===== src/rtl/fci_pkg.sv =====
// ----------------------------------------------------------------------------
// fci_pkg
// Shared types and constants for the fan curve interpolator.
// ----------------------------------------------------------------------------
package fci_pkg;

	localparam int NUM_POINTS = 7;
	localparam int MAX_POINTS = 16;
	localparam int IDX_W      = $clog2(NUM_POINTS);
	localparam int PTR_W      = 4;
	localparam int TEMP_W     = 7;
	localparam int SPEED_W    = 12;
	localparam int DIFF_W     = 7;
	localparam int PROD_W     = SPEED_W + DIFF_W;
	localparam int DCNT_W     = $clog2(PROD_W);
	localparam int CFG_IDX_W  = 3;
	localparam int CFG_DATA_W = 12;

	// Power-up quiet profile; points past the seventh sit at the top.
	localparam logic [TEMP_W-1:0] DFLT_TEMP [MAX_POINTS] = '{
		7'd0, 7'd25, 7'd45, 7'd65, 7'd80, 7'd90, 7'd100, 7'd100,
		7'd100, 7'd100, 7'd100, 7'd100, 7'd100, 7'd100, 7'd100, 7'd100
	};
	localparam logic [SPEED_W-1:0] DFLT_SPEED [MAX_POINTS] = '{
		12'd120, 12'd420, 12'd840, 12'd1050, 12'd1680, 12'd2100, 12'd2100, 12'd2100,
		12'd2100, 12'd2100, 12'd2100, 12'd2100, 12'd2100, 12'd2100, 12'd2100, 12'd2100
	};

	localparam logic [SPEED_W-1:0] RST_SPEED_CEIL  = 12'd2100;
	localparam logic [SPEED_W-1:0] RST_FIRST_FLOOR = 12'd120;
	localparam logic [SPEED_W-1:0] RST_OTHER_FLOOR = 12'd840;
	localparam logic [TEMP_W-1:0]  RST_TEMP_FLOOR  = 7'd0;
	localparam logic [TEMP_W-1:0]  RST_TEMP_CEIL   = 7'd100;

	typedef enum logic [CFG_IDX_W-1:0] {
		CFG_SPEED_CEIL  = 3'd0,
		CFG_FIRST_FLOOR = 3'd1,
		CFG_OTHER_FLOOR = 3'd2,
		CFG_TEMP_FLOOR  = 3'd3,
		CFG_TEMP_CEIL   = 3'd4
	} fci_cfg_idx_t;

	typedef enum logic {
		ACT_LOOKUP = 1'b0,
		ACT_UPDATE = 1'b1
	} fci_action_t;

	typedef enum logic {
		STS_DONE    = 1'b0,
		STS_BAD_IDX = 1'b1
	} fci_status_t;

	typedef enum logic [2:0] {
		ST_IDLE,
		ST_SCAN,
		ST_MUL1,
		ST_MUL2,
		ST_DIV,
		ST_UPREV,
		ST_UNEXT,
		ST_FIN
	} fci_state_t;

	typedef struct packed {
		logic                action;
		logic [PTR_W-1:0]    point_index;
		logic signed [7:0]   temperature;
		logic [SPEED_W-1:0]  speed_in;
	} fci_in_t;

	typedef struct packed {
		logic [SPEED_W-1:0]  speed_out;
		logic [TEMP_W-1:0]   point_temp;
		logic [SPEED_W-1:0]  point_speed;
		logic                status;
	} fci_out_t;

endpackage


===== src/rtl/fan_curve_interpolator_unit.sv =====
// ----------------------------------------------------------------------------
// fan_curve_interpolator_unit
// Piecewise-linear fan curve: lookup of speed by temperature, and clamped
// edits of single breakpoints.
//
//   channel  handshake            payload
//   in       in_valid / in_stall   in_data  (fci_in_t)
//   out      out_valid / out_stall out_data (fci_out_t)
//   cfg      cfg_valid / cfg_ready cfg_index, cfg_data
//
// One request at a time; in_stall is high from acceptance until the result
// is handed to the output register. A lookup reads one breakpoint per cycle,
// uses the shared multiplier in ST_MUL1 and ST_MUL2, then runs the serial
// divider at one quotient bit per cycle. An update passes ST_UPREV and
// ST_UNEXT; a rejected update goes straight to ST_FIN. Reset brings back the
// default profile at once through per-point valid bits. The output register
// holds a result under out_stall while the next request is taken.
// ----------------------------------------------------------------------------
module fan_curve_interpolator_unit
	import fci_pkg::*;
(
	input  logic                  clk,
	input  logic                  arst_n,
	input  logic                  in_valid,
	output logic                  in_stall,
	input  fci_in_t               in_data,
	output logic                  out_valid,
	input  logic                  out_stall,
	output fci_out_t              out_data,
	input  logic                  cfg_valid,
	output logic                  cfg_ready,
	input  logic [CFG_IDX_W-1:0]  cfg_index,
	input  logic [CFG_DATA_W-1:0] cfg_data
);

	localparam logic [IDX_W-1:0]  LAST_IDX = IDX_W'(NUM_POINTS - 1);
	localparam logic [DCNT_W-1:0] DIV_LAST = DCNT_W'(PROD_W - 1);

	fci_state_t state_q, state_d;

	// configuration
	logic [SPEED_W-1:0] speed_ceil_q, first_floor_q, other_floor_q;
	logic [TEMP_W-1:0]  temp_floor_q, temp_ceil_q;

	// breakpoint store
	logic [TEMP_W-1:0]     temp_mem  [NUM_POINTS];
	logic [SPEED_W-1:0]    speed_mem [NUM_POINTS];
	logic [NUM_POINTS-1:0] pt_valid_q;
	logic [TEMP_W-1:0]     rd_temp_q;
	logic [SPEED_W-1:0]    rd_speed_q;
	logic                  rd_vld_q;
	logic [IDX_W-1:0]      rd_idx_q;
	logic [IDX_W-1:0]      rd_addr;
	logic [TEMP_W-1:0]     rd_t;
	logic [SPEED_W-1:0]    rd_s;
	logic                  mem_we;

	// request and working registers
	fci_in_t               req_q;
	logic [IDX_W-1:0]      idx_q;
	logic [TEMP_W-1:0]     prev_t_q, first_t_q;
	logic [SPEED_W-1:0]    prev_s_q, first_s_q, s2_q;
	logic [DIFF_W-1:0]     w_q, d_q;
	logic [PROD_W-1:0]     num_q;
	logic [DIFF_W-1:0]     rem_q;
	logic [DCNT_W-1:0]     div_cnt_q;
	logic signed [8:0]     t_work_q;
	fci_out_t              res_q;

	logic signed [8:0]     t_sx, prev_sx, cur_sx, lo_sx, hi_sx, t_clamp;
	logic                  scan_hit;
	logic [8:0]            d_full;
	logic [SPEED_W-1:0]    mul_a;
	logic [DIFF_W-1:0]     mul_b;
	logic [PROD_W-1:0]     prod;
	logic [DIFF_W:0]       trial_rem;
	logic [DIFF_W+1:0]     trial_diff;
	logic                  q_bit;
	logic [SPEED_W-1:0]    s_clamp, s_floor;
	logic                  fin_xfer;
	logic                  in_accept;
	logic                  idx_bad;

	assign cfg_ready = 1'b1;
	assign in_stall  = (state_q != ST_IDLE);
	assign in_accept = in_valid && !in_stall;
	assign idx_bad   = (32'(in_data.point_index) >= NUM_POINTS);
	assign fin_xfer  = (state_q == ST_FIN) && (!out_valid || !out_stall);

	// unwritten points read as the power-up profile
	assign rd_t = rd_vld_q ? rd_temp_q  : DFLT_TEMP[PTR_W'(rd_idx_q)];
	assign rd_s = rd_vld_q ? rd_speed_q : DFLT_SPEED[PTR_W'(rd_idx_q)];

	assign t_sx    = 9'(req_q.temperature);
	assign prev_sx = $signed({2'b00, prev_t_q});
	assign cur_sx  = $signed({2'b00, rd_t});
	assign lo_sx   = cur_sx + 9'sd1;
	assign hi_sx   = cur_sx - 9'sd1;
	assign scan_hit = (rd_idx_q != '0) && (t_sx >= prev_sx) && (t_sx <= cur_sx);
	assign d_full  = 9'(t_sx - prev_sx);

	// shared multiplier
	assign mul_a = (state_q == ST_MUL1) ? prev_s_q : s2_q;
	assign mul_b = (state_q == ST_MUL1) ? DIFF_W'(w_q - d_q) : d_q;
	assign prod  = PROD_W'(mul_a * mul_b);

	// restoring divider step
	assign trial_rem  = {rem_q, num_q[PROD_W-1]};
	assign trial_diff = {1'b0, trial_rem} - {2'b00, w_q};
	assign q_bit      = !trial_diff[DIFF_W+1];

	// update clamps
	always_comb begin
		t_clamp = t_work_q;
		if (idx_q != LAST_IDX && t_clamp > hi_sx) t_clamp = hi_sx;
		if (t_clamp > $signed({2'b00, temp_ceil_q})) t_clamp = $signed({2'b00, temp_ceil_q});
		if (t_clamp < $signed({2'b00, temp_floor_q})) t_clamp = $signed({2'b00, temp_floor_q});
		s_floor = (idx_q == '0) ? first_floor_q : other_floor_q;
		s_clamp = req_q.speed_in;
		if (s_clamp > speed_ceil_q) s_clamp = speed_ceil_q;
		if (s_clamp < s_floor) s_clamp = s_floor;
	end

	// sequencer
	always_comb begin
		state_d = state_q;
		rd_addr = rd_idx_q;
		mem_we  = 1'b0;
		case (state_q)
			ST_IDLE: begin
				rd_addr = '0;
				if (in_data.action == ACT_UPDATE && in_data.point_index != '0)
					rd_addr = IDX_W'(in_data.point_index - 1'b1);
				if (in_accept) begin
					if (in_data.action == ACT_LOOKUP) state_d = ST_SCAN;
					else if (idx_bad) state_d = ST_FIN;
					else state_d = ST_UPREV;
				end
			end
			ST_SCAN: begin
				rd_addr = (rd_idx_q == LAST_IDX) ? rd_idx_q : rd_idx_q + 1'b1;
				if (scan_hit) state_d = (rd_t == prev_t_q) ? ST_FIN : ST_MUL1;
				else if (rd_idx_q == LAST_IDX) state_d = ST_FIN;
			end
			ST_MUL1: state_d = ST_MUL2;
			ST_MUL2: state_d = ST_DIV;
			ST_DIV: begin
				if (div_cnt_q == '0) state_d = ST_FIN;
			end
			ST_UPREV: begin
				rd_addr = (idx_q == LAST_IDX) ? idx_q : idx_q + 1'b1;
				state_d = ST_UNEXT;
			end
			ST_UNEXT: begin
				mem_we  = 1'b1;
				state_d = ST_FIN;
			end
			ST_FIN: begin
				if (fin_xfer) state_d = ST_IDLE;
			end
			default: state_d = ST_IDLE;
		endcase
	end

	always_ff @(posedge clk or negedge arst_n) begin
		if (!arst_n) begin
			state_q  <= ST_IDLE;
			rd_idx_q <= '0;
			rd_vld_q <= 1'b0;
		end else begin
			state_q  <= state_d;
			rd_idx_q <= rd_addr;
			rd_vld_q <= pt_valid_q[rd_addr];
		end
	end

	// breakpoint memory
	always_ff @(posedge clk) begin
		if (mem_we) begin
			temp_mem[idx_q]  <= t_clamp[TEMP_W-1:0];
			speed_mem[idx_q] <= s_clamp;
		end
		rd_temp_q  <= temp_mem[rd_addr];
		rd_speed_q <= speed_mem[rd_addr];
	end

	always_ff @(posedge clk or negedge arst_n) begin
		if (!arst_n) begin
			pt_valid_q <= '0;
		end else if (mem_we) begin
			pt_valid_q[idx_q] <= 1'b1;
		end
	end

	// configuration registers
	always_ff @(posedge clk or negedge arst_n) begin
		if (!arst_n) begin
			speed_ceil_q  <= RST_SPEED_CEIL;
			first_floor_q <= RST_FIRST_FLOOR;
			other_floor_q <= RST_OTHER_FLOOR;
			temp_floor_q  <= RST_TEMP_FLOOR;
			temp_ceil_q   <= RST_TEMP_CEIL;
		end else if (cfg_valid && cfg_ready) begin
			case (fci_cfg_idx_t'(cfg_index))
				CFG_SPEED_CEIL:  speed_ceil_q  <= cfg_data[SPEED_W-1:0];
				CFG_FIRST_FLOOR: first_floor_q <= cfg_data[SPEED_W-1:0];
				CFG_OTHER_FLOOR: other_floor_q <= cfg_data[SPEED_W-1:0];
				CFG_TEMP_FLOOR:  temp_floor_q  <= cfg_data[TEMP_W-1:0];
				CFG_TEMP_CEIL:   temp_ceil_q   <= cfg_data[TEMP_W-1:0];
				default: ;
			endcase
		end
	end

	// datapath
	always_ff @(posedge clk) begin
		case (state_q)
			ST_IDLE: begin
				req_q <= in_data;
				idx_q <= in_data.point_index[IDX_W-1:0];
				res_q.speed_out   <= '0;
				res_q.point_temp  <= '0;
				res_q.point_speed <= '0;
				res_q.status      <= (in_data.action == ACT_UPDATE && idx_bad) ?
					STS_BAD_IDX : STS_DONE;
			end
			ST_SCAN: begin
				if (rd_idx_q == '0) begin
					first_t_q <= rd_t;
					first_s_q <= rd_s;
				end
				if (scan_hit) begin
					s2_q     <= rd_s;
					w_q      <= DIFF_W'(rd_t - prev_t_q);
					d_q      <= d_full[DIFF_W-1:0];
					res_q.speed_out <= prev_s_q;
				end else begin
					prev_t_q <= rd_t;
					prev_s_q <= rd_s;
					if (rd_idx_q == LAST_IDX) begin
						// nothing brackets: clamp to an end of the curve
						res_q.speed_out <= (t_sx <= $signed({2'b00, first_t_q})) ?
							first_s_q : rd_s;
					end
				end
			end
			ST_MUL1: num_q <= prod;
			ST_MUL2: begin
				num_q     <= num_q + prod;
				rem_q     <= '0;
				div_cnt_q <= DIV_LAST;
			end
			ST_DIV: begin
				rem_q     <= q_bit ? trial_diff[DIFF_W-1:0] : trial_rem[DIFF_W-1:0];
				num_q     <= {num_q[PROD_W-2:0], q_bit};
				div_cnt_q <= div_cnt_q - 1'b1;
				if (div_cnt_q == '0)
					res_q.speed_out <= {num_q[SPEED_W-2:0], q_bit};
			end
			ST_UPREV: begin
				t_work_q <= (idx_q != '0 && t_sx < lo_sx) ? lo_sx : t_sx;
			end
			ST_UNEXT: begin
				res_q.point_temp  <= t_clamp[TEMP_W-1:0];
				res_q.point_speed <= s_clamp;
			end
			default: ;
		endcase
	end

	// output register
	always_ff @(posedge clk or negedge arst_n) begin
		if (!arst_n) begin
			out_valid <= 1'b0;
		end else if (fin_xfer) begin
			out_valid <= 1'b1;
		end else if (!out_stall) begin
			out_valid <= 1'b0;
		end
	end

	always_ff @(posedge clk) begin
		if (fin_xfer) out_data <= res_q;
	end

	a_busy_after_accept: assert property (@(posedge clk) disable iff (!arst_n)
		in_accept |=> in_stall)
		else $error("request accepted but unit not busy");

	a_div_nonzero: assert property (@(posedge clk) disable iff (!arst_n)
		(state_q == ST_MUL1 || state_q == ST_MUL2 || state_q == ST_DIV) |-> (w_q != '0))
		else $error("interpolation on zero-width segment");

	a_quot_fits: assert property (@(posedge clk) disable iff (!arst_n)
		(state_q == ST_DIV && div_cnt_q == '0) |=> (num_q[PROD_W-1:SPEED_W] == '0))
		else $error("interpolated speed overflows");

	a_fin_loads_out: assert property (@(posedge clk) disable iff (!arst_n)
		fin_xfer |=> (out_valid && state_q == ST_IDLE))
		else $error("result not moved to output register");

	a_write_in_range: assert property (@(posedge clk) disable iff (!arst_n)
		mem_we |-> (32'(idx_q) < NUM_POINTS && req_q.action == ACT_UPDATE))
		else $error("breakpoint write out of range");

endmodule


===== config.mk =====
export PLATFORM = sky130hd
export DESIGN_NAME = fan_curve_interpolator_unit
export DESIGN_NICKNAME = d
export VERILOG_FILES = /design/src/rtl/fci_pkg.sv /design/src/rtl/fan_curve_interpolator_unit.sv
export SDC_FILE = /design/constraint.sdc
export NUM_CORES = 1
export LEC_CHECK = 0
export ABC_AREA = 1
export BUFFER_PORTS_ARGS = -buffer_cell sky130_fd_sc_hd__buf_2
export CORE_MARGIN = 1.5
export CORE_UTILIZATION = 45
export DETAILED_ROUTE_END_ITERATION = 10
export PLACE_DENSITY = 0.68
export SLEW_MARGIN = 20
export SYNTH_ARGS = -nofsm -noshare
export SYNTH_HDL_FRONTEND = slang
export SYNTH_SLANG_ARGS = --single-unit

===== constraint.sdc =====
create_clock -name clk -period 6.5 [get_ports clk]
set_input_delay 1.3 -clock clk [delete_from_list [all_inputs] [get_ports clk]]
set_output_delay 1.3 -clock clk [all_outputs]
set_load 0.1 [all_outputs]

==> results of run 1 <==
==> cell type report <==
type	instances	area share, %
antenna	1	0.00887
multi-input combinational	1581	38.2
timing repair buffer	273	6.83
clock buffer	58	4.31
inverter	359	4.83
sequential	408	41.7
tap	672	2.98
clock inverter	26	1.18
==> worst max-delay path, delay by kind of cell, from the launching register on <==
| family | cells | cell delay (ns) |
|---|---|---|
| adder cells (fa/ha/maj) | 8 | 3.16 |
| AND/OR/NAND/NOR | 10 | 1.10 |
| AO/OA/AOI/OAI | 8 | 1.05 |
| buffers and inverters | 10 | 0.67 |
| flip-flops | 1 | 0.40 |
| XOR/XNOR | 2 | 0.32 |
==> layout by cell type, fill, tap and decap left out, types with 30 or more instances in the layout <==
master,Yosys,layout
xor2_1,36,30
ha_1,162,139
nand3_1,76,68
edfxtp_1,324,324
o21ai_0,225,201
fa_1,53,51
dfrtp_1,50,49
inv_2,9,36
inv_1,348,317
buf_2,13,78
nor2_1,215,199
o21ai_1,30,41
nand2_1,479,442
a21oi_1,103,76
clkbuf_16,0,45
buf_4,2,180
nand2_2,11,38
==> registers in the layout (all words and copies together), names as in the netlist, 9 cells and up <==
name,count
speed_mem,84
temp_mem,49
out_data,32
res_q,32
req_q,20
num_q,19
first_floor_q,12
first_s_q,12
other_floor_q,12
prev_s_q,12
rd_speed_q,12
s2_q,12
speed_ceil_q,12
t_work_q,9
==> synthesized netlist by cell type (all sizes together), types with 3 or more instances <==
master / instances
dfrtp: 50
clkbuf: 38
o22ai: 19
mux2i: 14
buf: 23
edfxtp: 324
dfxtp: 19
a31oi: 5
o21ai: 257
or2: 15
and2: 3
nand3b: 4
ha: 162
a21oi: 103
o31ai: 6
o21a: 7
o311ai: 3
a21o: 4
inv: 358
nand3: 79
xor2: 36
o221ai: 4
fa: 53
xnor2: 11
o2111ai: 5
nor4: 3
o21bai: 3
nand2: 495
nor3: 14
nand4: 13
nor3b: 3
nor2: 222
a211oi: 9
o211ai: 21
dfstp: 15
==> final timing paths <==
| path | cells after the start | to | slack (ns) | start |
|---|---|---|---|---|
| max | 38 | num_q[17] | -0.47 | w_q[0] |
| min | 0 | out_data[22] | 0.42 | res_q[22] |
| max reg2reg | 38 | num_q[17] | -0.47 | w_q[0] |
| min reg2reg | 0 | out_data[22] | 0.42 | res_q[22] |
| max in group asynchronous | 2 | rd_idx_q[0] | 4.96 | arst_n |
| min in group asynchronous | 2 | first_floor_q[8] | 0.89 | arst_n |
==> per-stage QoR <==
| step | TNS, ns | cell area, um^2 | util, % | worst slack [ns] | hold slack, ns |
|---|---|---|---|---|---|
| after global placement | -3.55 | 25500 | 50.4 | -0.509 | 0.404 |
| after global routing | -9.33 | 28200 | 55.9 | -0.891 | 0.424 |
| after detailed placement | -6.05 | 25500 | 50.4 | -0.714 | 0.405 |
| final | -3.26 | 28200 | 55.9 | -0.470 | 0.418 |
| after CTS | -2.29 | 27600 | 54.6 | -0.445 | 0.415 |
| after floorplan | -0.270 | 23200 | - | -0.125 | 0.400 |
==> cell families (layout without fill, tap and decap cells) <==
kind of cell | count (synthesis) | in the layout | synth area share [%]
AOI/OAI and AO/OA | 452 | 452 | 10.8
adders and majority gates | 215 | 215 | 13.3
xor gates and xnor gates | 47 | 47 | 1.78
and+or+nand+nor | 852 | 852 | 15.4
muxes | 14 | 14 | 0.622
buffers and inverters | 420 | 716 | 7.14
other | 1 | 2 | 0.0162
DFF | 408 | 408 | 50.8
==> layer usage <==
layer,part of all wire [%],vias up,global-route usage (%)
met4,3.6,0,8.60
met1,43,8557,28.7
met5,0,-,0
li1,-,8583,-
met2,49,464,39.0
met3,4.6,135,3.04
==> repair_timing <==
| action | CTS | global route |
|---|---|---|
| resized for setup | 107 | 139 |
| hold buffers | 0 | 0 |
| setup endpoints to repair | 29 | 69 |
| setup buffers | 19 | 13 |
| pin swaps | 53 | 58 |
==> flow_metrics.py, run 1 <==
metrics = {
    "outcome": {
        "status": "finished with violations",
        "violations": "negative setup slack",
    },
    "routing": {
        "vias_per_cell": 5.25,
        "post-route-drc-count": 0,
        "num_vias": 17700,
        "firstDrtPassIters": 6,
        "wl_per_cell_um": 17.6,
        "routed_wl_um": 59500,
        "ant_nets": 0,
        "drt_iter0_drc": 1377,
    },
    "sta": {
        "final_hold_viol_count": 0,
        "setup_violations": 10,
        "period_minus_slack_ns": 6.97,
        "rsz0062_at_grt": "true",
        "fin_ws_ns": -0.470,
        "drv_slew": 0,
        "max_slew_margin_pct": 28.7,
        "fmax_mhz": 143,
        "clock_skew_ns": 0.0476,
        "fin_crit_sh_pct": 107,
        "worst_pin_slew_ns": 1.07,
    },
    "yosys": {
        "synth.yosys.seq_area_share_pct": 50.8,
        "synth_area_leaders": "edfxtp_1 42%, ha_1 8.8%, nand2_1 7.8%",
        "synth_flop_cell": "edfxtp_1",
        "async_reset_ff_share_pct": 15.9,
        "yosysWarnings": 0,
        "synthCells": 2409,
        "ys_ff_latch": 408,
        "netlist.area_leader.share_pct": 42.1,
        "netlist_area_um2": 23100,
        "synth.largest_area_cell": "edfxtp_1",
        "synthesis.nets": 2669,
        "syn_area_per_cell_um2": 9.60,
        "synth.distinct_cells": 66,
        "synth_edf_count": 324,
    },
    "die": {
        "die_y_um": 230,
        "row_count": 82,
        "core_um2": 50500,
        "fp.dieW_um": 230,
        "pin_count": 80,
        "start_util_pct": 45.8,
        "dieArea_um2": 52800,
    },
    "finish": {
        "syn_to_final_growth_pct": 22.0,
        "final-instance-count-excl-fill": 3378,
        "fin_nets": 2928,
        "drive_above_1_share_pct": 22.2,
        "multi_input_area_um2": 10800,
        "seqCellArea_um2": 11800,
        "num-fill-cells": 4292,
    },
    "worst_setup_path": {
        "crit_fanout": 7,
        "start_kind": "register",
        "slowest_stage": "fa_1",
        "crit_type": "reg2reg",
        "endpoint_kind": "register",
        "max_stage_delay_ns": 0.52,
        "path_common_cell": "fa_1",
        "arrival_ns": 7.29,
        "required_ns": 6.82,
    },
    "placed_design": {
        "numPortBuffers": 78,
        "place.gp.congestion": 0.896,
        "dp_hpwl_um": 42200,
        "dp.cells": 3262,
    },
    "run": {
        "max_cap_viol_count": 0,
    },
    "clock_network": {
        "clock_sinks": 408,
        "path_clk_slew_ns": 0.06,
        "clkLatencyLatePin_ns": 0.61,
        "cts_buffer_depth": 3,
        "cts-root-buf": "clkbuf_16",
        "cts_buffers": 45,
        "htree_num_levels": 2,
        "cts_tree": "done",
    },
    "global_route": {
        "groute.usage.overall_pct": 22.6,
        "grt_max_degree": 66,
        "antenna_found_initial": 1,
        "first_global_vias": 18000,
        "grt-ovfl-total": 0,
        "grt_pass1_wl_um": 94300,
    },
    "hold_path": {
        "hold_class": "reg2reg",
    },
}
Power of run 1 is not shown: default switching activity piles up to over one toggle a cycle in this logic, so the estimate is an artifact.
==> inputs of run 2 (changes only) <==
--- a/config.mk
+++ b/config.mk
@@ -8,9 +8,10 @@
 export ABC_AREA = 1
 export BUFFER_PORTS_ARGS = -buffer_cell sky130_fd_sc_hd__buf_2
 export CORE_MARGIN = 1.5
-export CORE_UTILIZATION = 45
+export CORE_UTILIZATION = 30
+export CTS_BUF_LIST = sky130_fd_sc_hd__clkbuf_2 sky130_fd_sc_hd__clkbuf_4 sky130_fd_sc_hd__clkbuf_8
 export DETAILED_ROUTE_END_ITERATION = 10
-export PLACE_DENSITY = 0.68
+export PLACE_DENSITY = 0.51
 export SLEW_MARGIN = 20
 export SYNTH_ARGS = -nofsm -noshare
 export SYNTH_HDL_FRONTEND = slang
==> run 2 against run 1 <==
  * Clock-buffer cell count up 41
  * The flow still finishes with violations (negative setup slack)
  * Final cell count increased by 13%
  * Worst hold slack worse by 0.0078 ns
  * Critical endpoint is now num_q[18]
  * Utilization down 18 points
==> flow_metrics.py, run 2 (synthesized netlist as in run 1, its figures left out) <==
metrics = {
    "outcome": {
        "status": "finished with violations",
        "violations": "negative setup slack",
    },
    "worst_setup_path": {
        "reg2reg_slack_ns": -0.52,
        "startpoint": "w_q[0]",
        "max_stage_delay_ns": 0.55,
        "r2r-start": "w_q[0]",
        "crit_fanout": 7,
        "start_kind": "register",
        "endpoint_kind": "register",
        "required_ns": 6.91,
        "crit_type": "reg2reg",
        "arrival_ns": 7.43,
        "slowest_stage": "fa_1",
        "rr_endpoint": "num_q[18]",
        "r2r_cells": 35,
    },
    "global_route": {
        "groute.usage.overall_pct": 16.1,
        "antenna_found_initial": 2,
        "grt-ovfl-total": 0,
        "first_global_vias": 17900,
        "grt_max_degree": 66,
        "grt_pass1_wl_um": 98200,
    },
    "finish": {
        "syn_to_final_growth_pct": 23.8,
        "largest_registers": "speed_mem: 84 flops, temp_mem: 49 flops",
        "layout_commonest_cell": "nand2_1",
        "final_cell_area_um2": 28600,
        "top_register": "speed_mem",
        "fin_nets": 2969,
        "drive_above_1_share_pct": 23.1,
        "largest_reg_flops": 84,
        "final_cell_mix": "446 x nand2_1, 327 x inv_1, 324 x edfxtp_1",
    },
    "sta": {
        "final_hold_viol_count": 0,
        "fmax_mhz": 143,
        "fin_ws_ns": -0.517,
        "setup_violations": 10,
        "worst_pin_slew_ns": 1.06,
        "drv_slew": 0,
        "rsz0062_at_grt": "true",
        "fin_crit_sh_pct": 108,
        "clock_skew_ns": 0.0581,
        "max_slew_margin_pct": 29.1,
        "period_minus_slack_ns": 7.02,
    },
    "clock_network": {
        "path_clk_slew_ns": 0.06,
        "cts-root-buf": "clkbuf_8",
        "ctsHoldBuffers": 0,
        "htree_num_levels": 3,
        "cts_buffers": 76,
        "cts_buffer_depth": 3,
        "clkLatencyLatePin_ns": 0.68,
        "clock_sinks": 408,
        "cts_tree": "done",
    },
    "routing": {
        "num_vias": 17600,
        "vias_per_cell": 4.64,
        "drt_iter0_drc": 1137,
        "wl_per_cell_um": 16.6,
        "routed_wl_um": 63100,
        "firstDrtPassIters": 6,
        "post-route-drc-count": 0,
        "ant_nets": 0,
    },
    "placed_design": {
        "numPortBuffers": 78,
        "placed_area_um2": 26000,
        "place.gp.congestion": 0.889,
        "dp_hpwl_um": 44800,
    },
    "die": {
        "fp.dieW_um": 281,
        "dieArea_um2": 78800,
        "core_um2": 76100,
        "die_y_um": 281,
        "row_count": 101,
        "start_util_pct": 30.4,
        "pin_count": 80,
    },
    "hold_path": {
        "holdPathEnd": "out_data[0]",
        "min_from": "res_q[0]",
        "hold_class": "reg2reg",
        "hold_depth": 0,
    },
    "run": {
        "max_cap_viol_count": 0,
    },
}
==> run 2: changes by cell type in the layout (fill, tap and decap cells not counted), sizes merged <==
| cell | change |
|---|---|
| clkbuf | +41 |
| clkinv | +16 |
| buf | +10 |
| clkinvlp | -6 |
| bufinv | +3 |
| inv | +3 |
==> run 2: layout make-up <==
type | count | area, um^2
Antenna cell | 1 | 2.50
Clock buffer | 99 | 1260
Clock inverter | 42 | 453
Fill cell | 7717 | 47400
Inverter | 359 | 1350
Multi-Input combinational cell | 1581 | 10500
Sequential cell | 408 | 11800
Tap cell | 1030 | 1290
Timing Repair Buffer | 283 | 1970
==> run 2: how the worst max path moves through the flow <==
stage                      endpoint  slack, ns
final                     num_q[18]      -0.52
after global routing      num_q[17]      -0.87
after CTS                 num_q[17]      -0.45
after detailed placement  num_q[17]      -0.71
after global placement    num_q[17]      -0.50
after floorplan           num_q[17]      -0.12
==> run 2: what timing repair did <==
| action | 4_1_cts | 5_1_grt |
|---|---|---|
| setup buffers | 16 | 19 |
| pin swaps | 39 | 36 |
| resized for setup | 68 | 113 |
| setup endpoints to repair | 33 | 68 |
==> run 2: metal layers <==
layer	wire length [um]	global-route usage [%]	part of all wire [%]
met2	30400	27.4	48
met4	1790	5.63	2.8
met1	28300	20.6	45
met3	2620	2.56	4.1
met5	0	0	0
==> run 2: through the flow <==
step           utilization (%)  worst slack [ns]  TNS [ns]  hold slack, ns  std cells
6_report                  37.6            -0.517     -2.90           0.410       3803
3_5_place_dp              34.2            -0.711     -5.86           0.405       3627
4_1_cts                   36.9            -0.450     -2.38           0.413       3783
2_1_floorplan                -            -0.125    -0.270           0.400       2409
5_1_grt                   37.6            -0.871     -8.31           0.413       3803
3_3_place_gp              34.2            -0.497     -3.76           0.403       3627
==> run 2: worst max-delay path, delay by kind of cell (launching register included) <==
kind,cells,cell delay [ns]
DFF,1,0.39
AOI/OAI and AO/OA,9,1.49
buffers and inverters,9,0.89
and+or+nand+nor,8,0.85
adders and majority gates,8,3.04
xor gates and xnor gates,1,0.16
Power of run 2 is left out for the same reason.
